[src/rtl/bcs_pkg.sv]
// shared types and constants of the boustrophedon coverage step
// no dependencies
package bcs_pkg;

  localparam int GRID_SIDE_DEF    = 128;
  localparam int ORIGIN_INDEX_DEF = 64;
  localparam int COORD_W          = 7;
  localparam int COORD_CAP        = 128;
  localparam int SCAN_CW          = 8;
  localparam int DIST_W           = 15;

  typedef enum logic [1:0] {
    TILE_UNKNOWN = 2'd0,
    TILE_FREE    = 2'd1,
    TILE_COVERED = 2'd2,
    TILE_BLOCKED = 2'd3
  } tile_t;

  typedef enum logic [1:0] {
    STAT_KEPT      = 2'd0,
    STAT_NEW_DIR   = 2'd1,
    STAT_BACKTRACK = 2'd2,
    STAT_CRITICAL  = 2'd3
  } status_t;

  typedef struct packed {
    logic               valid;
    tile_t              tile;
    logic [SCAN_CW-1:0] row;
    logic [SCAN_CW-1:0] col;
  } scan_push_t;

  typedef struct packed {
    logic               found;
    logic [COORD_W-1:0] row;
    logic [COORD_W-1:0] col;
  } scan_best_t;

endpackage

[src/rtl/bcs_scan.sv]
// backtracking point search: 3x3 window over the streamed map, nearest pick
// depends on bcs_pkg
module bcs_scan #(
  parameter int ROW_W     = 128,
  parameter int SCAN_LAST = 126
) (
  input  logic                        clk,
  input  logic                        rst,
  input  logic                        clear,
  input  bcs_pkg::scan_push_t         push,
  input  logic [bcs_pkg::COORD_W-1:0] robot_row,
  input  logic [bcs_pkg::COORD_W-1:0] robot_col,
  output bcs_pkg::scan_best_t         best
);

  localparam int SL_LEN = 2 * ROW_W + 3;
  localparam logic [bcs_pkg::SCAN_CW-1:0] LO = bcs_pkg::SCAN_CW'(2);
  localparam logic [bcs_pkg::SCAN_CW-1:0] HI = bcs_pkg::SCAN_CW'(SCAN_LAST + 1);

  bcs_pkg::tile_t               sl [SL_LEN];
  logic                         wv;
  logic [bcs_pkg::SCAN_CW-1:0]  wr, wc;

  logic                         cv;
  logic [bcs_pkg::COORD_W-1:0]  ci, cj;
  logic [bcs_pkg::DIST_W-1:0]   cd;

  logic                         found;
  logic [bcs_pkg::COORD_W-1:0]  bi, bj;
  logic [bcs_pkg::DIST_W-1:0]   bd;

  logic                         is_cand;
  logic [bcs_pkg::COORD_W-1:0]  ii, jj, dr, dc;
  logic                         de, dw, ds;

  always_ff @(posedge clk) begin
    if (push.valid) begin
      sl[0] <= push.tile;
      for (int k = 1; k < SL_LEN; k++) begin
        sl[k] <= sl[k-1];
      end
      wr <= push.row;
      wc <= push.col;
    end
  end

  function automatic logic hard(bcs_pkg::tile_t t);
    return (t == bcs_pkg::TILE_COVERED) || (t == bcs_pkg::TILE_BLOCKED);
  endfunction

  always_comb begin
    ii = bcs_pkg::COORD_W'(wr - 8'd1);
    jj = bcs_pkg::COORD_W'(wc - 8'd1);
    de = (sl[ROW_W+2] == bcs_pkg::TILE_FREE) && (hard(sl[2]) || hard(sl[2*ROW_W+2]));
    dw = (sl[ROW_W] == bcs_pkg::TILE_FREE) && (hard(sl[0]) || hard(sl[2*ROW_W]));
    ds = (sl[2*ROW_W+1] == bcs_pkg::TILE_FREE) &&
         (hard(sl[2*ROW_W]) || hard(sl[2*ROW_W+2]));
    is_cand = wv && wr >= LO && wr <= HI && wc >= LO && wc <= HI &&
              sl[ROW_W+1] == bcs_pkg::TILE_COVERED && (de || dw || ds);
    dr = (ii >= robot_row) ? ii - robot_row : robot_row - ii;
    dc = (jj >= robot_col) ? jj - robot_col : robot_col - jj;
  end

  always_ff @(posedge clk) begin
    if (rst || clear) begin
      wv    <= 1'b0;
      cv    <= 1'b0;
      found <= 1'b0;
    end else begin
      wv <= push.valid;
      cv <= is_cand;
      if (cv && (!found || cd < bd)) begin
        found <= 1'b1;
      end
    end
    ci <= ii;
    cj <= jj;
    cd <= bcs_pkg::DIST_W'(dr) * bcs_pkg::DIST_W'(dr) +
          bcs_pkg::DIST_W'(dc) * bcs_pkg::DIST_W'(dc);
    if (cv && (!found || cd < bd)) begin
      bd <= cd;
      bi <= ci;
      bj <= cj;
    end
  end

  assign best = '{found: found, row: bi, col: bj};

endmodule

[config.mk]
export PLATFORM = sky130hd
export DESIGN_NAME = bcs_scan
export DESIGN_NICKNAME = d
export VERILOG_FILES = /design/src/rtl/bcs_pkg.sv /design/src/rtl/bcs_scan.sv
export SDC_FILE = /design/constraint.sdc
export NUM_CORES = 1
export LEC_CHECK = 0
export BUFFER_PORTS_ARGS = -buffer_cell sky130_fd_sc_hd__buf_2
export CAP_MARGIN = 20
export CORE_MARGIN = 4
export CORE_UTILIZATION = 60
export DETAILED_ROUTE_END_ITERATION = 16
export HOLD_SLACK_MARGIN = 0.08
export MAX_ROUTING_LAYER = met4
export PLACE_DENSITY = 0.8
export SYNTH_ARGS = -nofsm -noshare
export SYNTH_HDL_FRONTEND = slang
export SYNTH_SLANG_ARGS = --single-unit
[constraint.sdc]
create_clock -name clk -period 8.3 [get_ports clk]
set_clock_uncertainty 0.1 [all_clocks]
set_input_delay 0.83 -clock clk [delete_from_list [all_inputs] [get_ports clk]]
set_output_delay 0.83 -clock clk [all_outputs]
set_load 0.005 [all_outputs]
==> results of run 1 <==
layout make-up:
| class | count | area, um^2 | share of cell area |
|---|---|---|---|
| antenna | 1 | 2.50 | 0.000102 |
| clock buffer | 66 | 1400 | 0.0568 |
| clock inverter | 35 | 362 | 0.0147 |
| inverter | 115 | 432 | 0.0176 |
| multi-input combinational | 401 | 3910 | 0.159 |
| sequential | 594 | 17500 | 0.712 |
| tap | 461 | 577 | 0.0235 |
| timing repair buffer | 65 | 393 | 0.0160 |
flip-flops by register name (all words and copies together), names as in the netlist, 8 cells and up:
| register | flops |
|---|---|
| cd | 15 |
| wc | 8 |
| sl | 517 |
| bd | 15 |
| wr | 8 |
cell families after synthesis:
kind of cell / count (synthesis) / synth area share
buffers and inverters: 121 / 0.0212
adder cells (fa/ha/maj): 145 / 0.102
XOR/XNOR: 37 / 0.0152
AO/OA/AOI/OAI: 85 / 0.0262
AND/OR/NAND/NOR: 123 / 0.0289
flip-flops: 594 / 0.802
multiplexers: 11 / 0.00515
metrics by stage:
step / cells / setup slack [ps] / hold WS [ps] / instance area (um^2)
4_1_cts: 1733 / 388 / 273 / 24500
2_1_floorplan: 1116 / 1000 / 286 / 21800
3_3_place_gp: 1632 / 598 / 287 / 22700
3_5_place_dp: 1632 / 433 / 289 / 22700
6_report: 1738 / 466 / 276 / 24600
5_1_grt: 1738 / 22.9 / 275 / 24600
how the worst min path moves through the flow:
| stage | cells past startpoint | end | slack [ps] |
|---|---|---|---|
| floorplan | 0 | bi[0] | 290 |
| global placement | 0 | bj[4] | 290 |
| detailed placement | 0 | bj[2] | 290 |
| CTS | 1 | wr[7] | 270 |
| global route | 1 | wr[7] | 270 |
| finish | 0 | sl[120][0] | 280 |
routing by layer:
| metal | global-route usage | up-vias | part of all wire |
|---|---|---|---|
| li1 | - | 4339 | - |
| met1 | 0.260 | 4728 | 0.47 |
| met2 | 0.262 | 192 | 0.46 |
| met3 | 0.0374 | 65 | 0.047 |
| met4 | 0.0514 | 0 | 0.024 |
| met5 | - | - | 0 |
cells in the final DEF (no fill, tap or decap), drive strengths merged, types with 6 or more instances in the layout:
cell type / synthesis / layout
or2: 7 / 7
xor2: 17 / 17
ha: 91 / 91
xnor2: 20 / 20
o21ai: 18 / 18
fa: 54 / 54
buf: 3 / 65
bufinv: 0 / 6
inv: 115 / 118
edfxtp: 562 / 562
a21o: 13 / 13
nand2b: 12 / 12
nor3: 10 / 10
clkinv: 0 / 25
o21bai: 6 / 6
mux2i: 9 / 9
a21oi: 24 / 24
dfxtp: 32 / 32
clkbuf: 3 / 66
nand2: 14 / 14
nor2b: 8 / 8
nor2: 46 / 46
what timing repair did:
item                                   CTS  global route
endpoints found under the hold margin    0             0
setup endpoints to repair                0             4
buffers inserted                         0             3
gates resized for setup                  0             6
==> metrics, run 1 <==
status=finished clean; die area=roughly 40000 um^2; Finished Core Util=0.688; period utilisation layout=0.944; Clock Latency Late Sink=~600 ps; Yosys reg bits=around 590; vias per cell=between 5 and 6; row cnt=69; vias=between 9000 and 10000; Chip Height=between 150 and 200 um; clock sink count=roughly 600; startpoint of the worst register-to-register path=wr[0]; TritonCTS clock tree=built; Distinct cells, synth=53; slowest library cell on the worst path=fa_1; critical path type=reg2reg; syn avg cell area=a little under 20 um^2; top-area cell type share of the netlist area=0.772; clk buf depth=3; Synth Net Count=~1300; CTS Root Cell=clkbuf_16; die width=199 um; first-pass GRT wire length=52.5 mm; RSZ-0062 raised after global routing=no; max_slew headroom=0.250; Worst setup EP type=register; setup violators final=0; Tmin final=around 7800 ps; GRT Resource Usage Total=0.179; Slew Viols, Final=0; FMAX=between 100 and 150 MHz; vias in the first global route=around 9600; worst slew pin tran=1120 ps; setup slack, reg-to-reg=around 470 ps; antenna viol nets, final=0; Stages on worst setup path=28; Area growth syn-to-layout=12.6%; dominant cell type by area after synthesis=edfxtp_1; MaxCap Viol Count=0; Seq/Total Area, Yosys=0.802; end point of the critical path=cd[13]; Final Wtd Congestion=approximately 0.83; Final HPWL DP=~18 mm; Yosys Warn Count=0; Slowest Stage Delay on Critical Path=~580 ps; antenna violations before repair=1; routed len/inst=18.9 um; Hold Buf Count CTS=0; Initial DRT Pass Iterations=5; RR Endpoint=cd[13]; Setup TNS=0 ps; Worst Hold Launch=sl[119][0]; delay-heaviest family, CP=adder cells; hold crit path type=reg2reg; Initial Util=0.611; layout cells sized above 1=0.130; CP required=roughly 8600 ps; CTS Buf Count=54; io pins=between 50 and 60; CP Launch Point=wr[0]; fillers=between 2000 and 2500; Layout Nets=1412; drt drc=0; Post-Syn Area=21800 um^2; core area=~36000 um^2; Buf+Inv Stages, Crit Path=5; H-Tree Depth=2; Worst EP arrival=approximately 8200 ps; CP most frequent cell=fa_1; Detailed Route WL=between 30 and 40 mm; GRT overflow=0; main area contributors after synthesis=edfxtp_1 (77%), ha_1 (5.2%), fa_1 (4.9%); Iteration-0 DRC Markers=767; R2R cell count=28; kind of start point of the critical path=register; EDFF count, synth=around 560; FFs w/ async S/R, synth=0; Gate Count Post-Synth=around 1100; dominant synthesized flop cell=edfxtp_1; Synth top cells by count=edfxtp_1 (562), inv_1 (114), ha_1 (91); Crit Path Max Fanout=7; PortBufs=50; final hold violations=0; largest net degree at the start of global routing=roughly 160; count leader, synth=edfxtp_1; clock-pin slew on the worst setup and hold paths=about 70 ps
Power of run 1 is not shown: default switching activity piles up to over one toggle a cycle in this logic, so the estimate is an artifact.
==> inputs of run 2 (changes only) <==
--- a/config.mk
+++ b/config.mk
@@ -8,11 +8,11 @@
 export BUFFER_PORTS_ARGS = -buffer_cell sky130_fd_sc_hd__buf_2
 export CAP_MARGIN = 20
 export CORE_MARGIN = 4
-export CORE_UTILIZATION = 60
+export CORE_UTILIZATION = 55
 export DETAILED_ROUTE_END_ITERATION = 16
 export HOLD_SLACK_MARGIN = 0.08
 export MAX_ROUTING_LAYER = met4
-export PLACE_DENSITY = 0.8
+export PLACE_DENSITY = 0.74
 export SYNTH_ARGS = -nofsm -noshare
 export SYNTH_HDL_FRONTEND = slang
 export SYNTH_SLANG_ARGS = --single-unit
==> metrics, run 2 (synthesis results as in run 1) <==
PortBufs=50 (unchanged); Register Area=17500 um^2 (unchanged); first-pass GRT wire length=50.6 mm (-3.7%); CP required=8640 ps (about the same); CP Launch Point=wr[0]; hold crit path type=reg2reg; biggest registers after layout=sl: 517 flops, bd: 15 flops, cd: 15 flops; Crit Path Max Fanout=6 (-1); post-route cell area=24600 um^2 (-0.12%); Final Wtd Congestion=0.842 (+1.4%); CTS Root Cell=clkbuf_16; footprint of the multi-input gates=3910 um^2 (unchanged); max_slew headroom=0.275 (+0.0241); met3 usage in global routing=0.0331 (-0.00434); Post-DP Area=22800 um^2 (+0.23%); Stages on worst setup path=28 (unchanged); MaxCap Viol Count=0 (unchanged); io pins=51 (unchanged); Layout Nets=1404 (-0.57%); GRT overflow=0 (unchanged); TritonCTS clock tree=built; delay-heaviest family, CP=adder cells; Hold Buf Count CTS=0 (unchanged); largest net degree at the start of global routing=228 (+41%); clock-pin slew on the worst setup and hold paths=60 ps (about the same); drt drc=0 (unchanged); GRT Resource Usage Total=0.152 (-0.0264); antenna viol nets, final=0 (unchanged); Slew Viols, Final=0 (unchanged); Clock Latency Late Sink=590 ps (about the same); Worst setup EP type=register; startpoint of the worst register-to-register path=wr[0]; Detailed Route WL=31.5 mm (-4.2%); Iteration-0 DRC Markers=626 (-18%); Chip Height=207 um (+4.3%); R2R cell count=28 (unchanged); CTS Buf Count=54 (unchanged); Tmin final=7770 ps (-66.9 ps); kind of start point of the critical path=register; final hold violations=0 (unchanged); Finished Core Util=0.631 (-0.0569); vias=9147 (-1.9%); setup slack, reg-to-reg=530 ps (+70 ps); max reg flops=517 (unchanged); clk buf depth=3 (unchanged); commonest non-fill, non-tap cells in the layout=edfxtp_1 (562), inv_1 (114), ha_1 (91); largest register by flop count=sl; die area=43000 um^2 (+8.7%); core area=38900 um^2 (+8.9%); row cnt=72 (+4.3%); CP most frequent cell=fa_1; status=finished clean; worst slew pin tran=1090 ps (-36.2 ps); most common cell after layout, fill and taps aside=edfxtp_1; dpl cells=1683 (+3.1%); global route hottest layer=met1; RR Endpoint=cd[14]; Layout Cells excl Fill=1786 (+2.8%); H-Tree Depth=2 (unchanged); vias in the first global route=9289 (-3.0%); Slowest Stage Delay on Critical Path=550 ps (-30 ps); antenna violations before repair=2 (+1); fillers=2734 (+26%); grt met1 use=0.228 (-0.0322); setup violators final=0 (unchanged); Initial DRT Pass Iterations=5 (unchanged); Buf+Inv Stages, Crit Path=5 (unchanged); vias per cell=5.12 (-4.5%); slowest library cell on the worst path=fa_1; critical path type=reg2reg; FMAX=129 MHz (+0.86%); Worst EP arrival=8110 ps (-60 ps); Area growth syn-to-layout=12.4%; routed len/inst=17.6 um (-6.7%); met2 GRT Util=0.211 (-0.0509); Setup TNS=0 ps (unchanged); end point of the critical path=cd[14]; Final HPWL DP=17.9 mm (-3.3%); Initial Util=0.561 (-0.0499); clock sink count=594 (unchanged); period utilisation layout=0.936 (-0.00806); die width=207 um (+4.3%); layout cells sized above 1=0.126 (-0.00381)
==> run 2: worst min path at each step <==
stage / startpoint / endpoint / cells past startpoint
after global placement: ci[6] / bi[6] / 0
final: cj[6] / bj[6] / 0
after CTS: push[16] / sl[0][0] / 1
after floorplan: ci[0] / bi[0] / 0
after global routing: push[6] / wc[6] / 1
after detailed placement: ci[0] / bi[0] / 0
==> run 2: timing repair <==
| action | 4_1_cts | 5_1_grt |
|---|---|---|
| hold endpoints to repair | 0 | 0 |
| setup buffers | 0 | 2 |
| resized for setup | 0 | 5 |
| setup endpoints to repair | 0 | 4 |
==> run 2: final cells by class <==
cell class	instances	share of cell area
Antenna cell	1	0.000102
Clock buffer	65	0.0567
Clock inverter	35	0.0130
Inverter	115	0.0176
Multi-Input combinational cell	401	0.159
Sequential cell	594	0.713
Tap cell	518	0.0264
Timing Repair Buffer	57	0.0138
==> run 2: layer usage <==
layer / vias to the layer above / part of all wire
li1: 4319 / -
met2: 187 / 0.43
met1: 4589 / 0.50
met3: 52 / 0.048
met4: 0 / 0.023
met5: - / 0
==> run 2: through the flow <==
step,worst slack (ps),hold slack [ps]
global route,-10.7,275
global placement,490,287
finish,533,302
CTS,293,261
detailed placement,317,289
floorplan,1000,286
Power of run 2 is left out for the same reason.
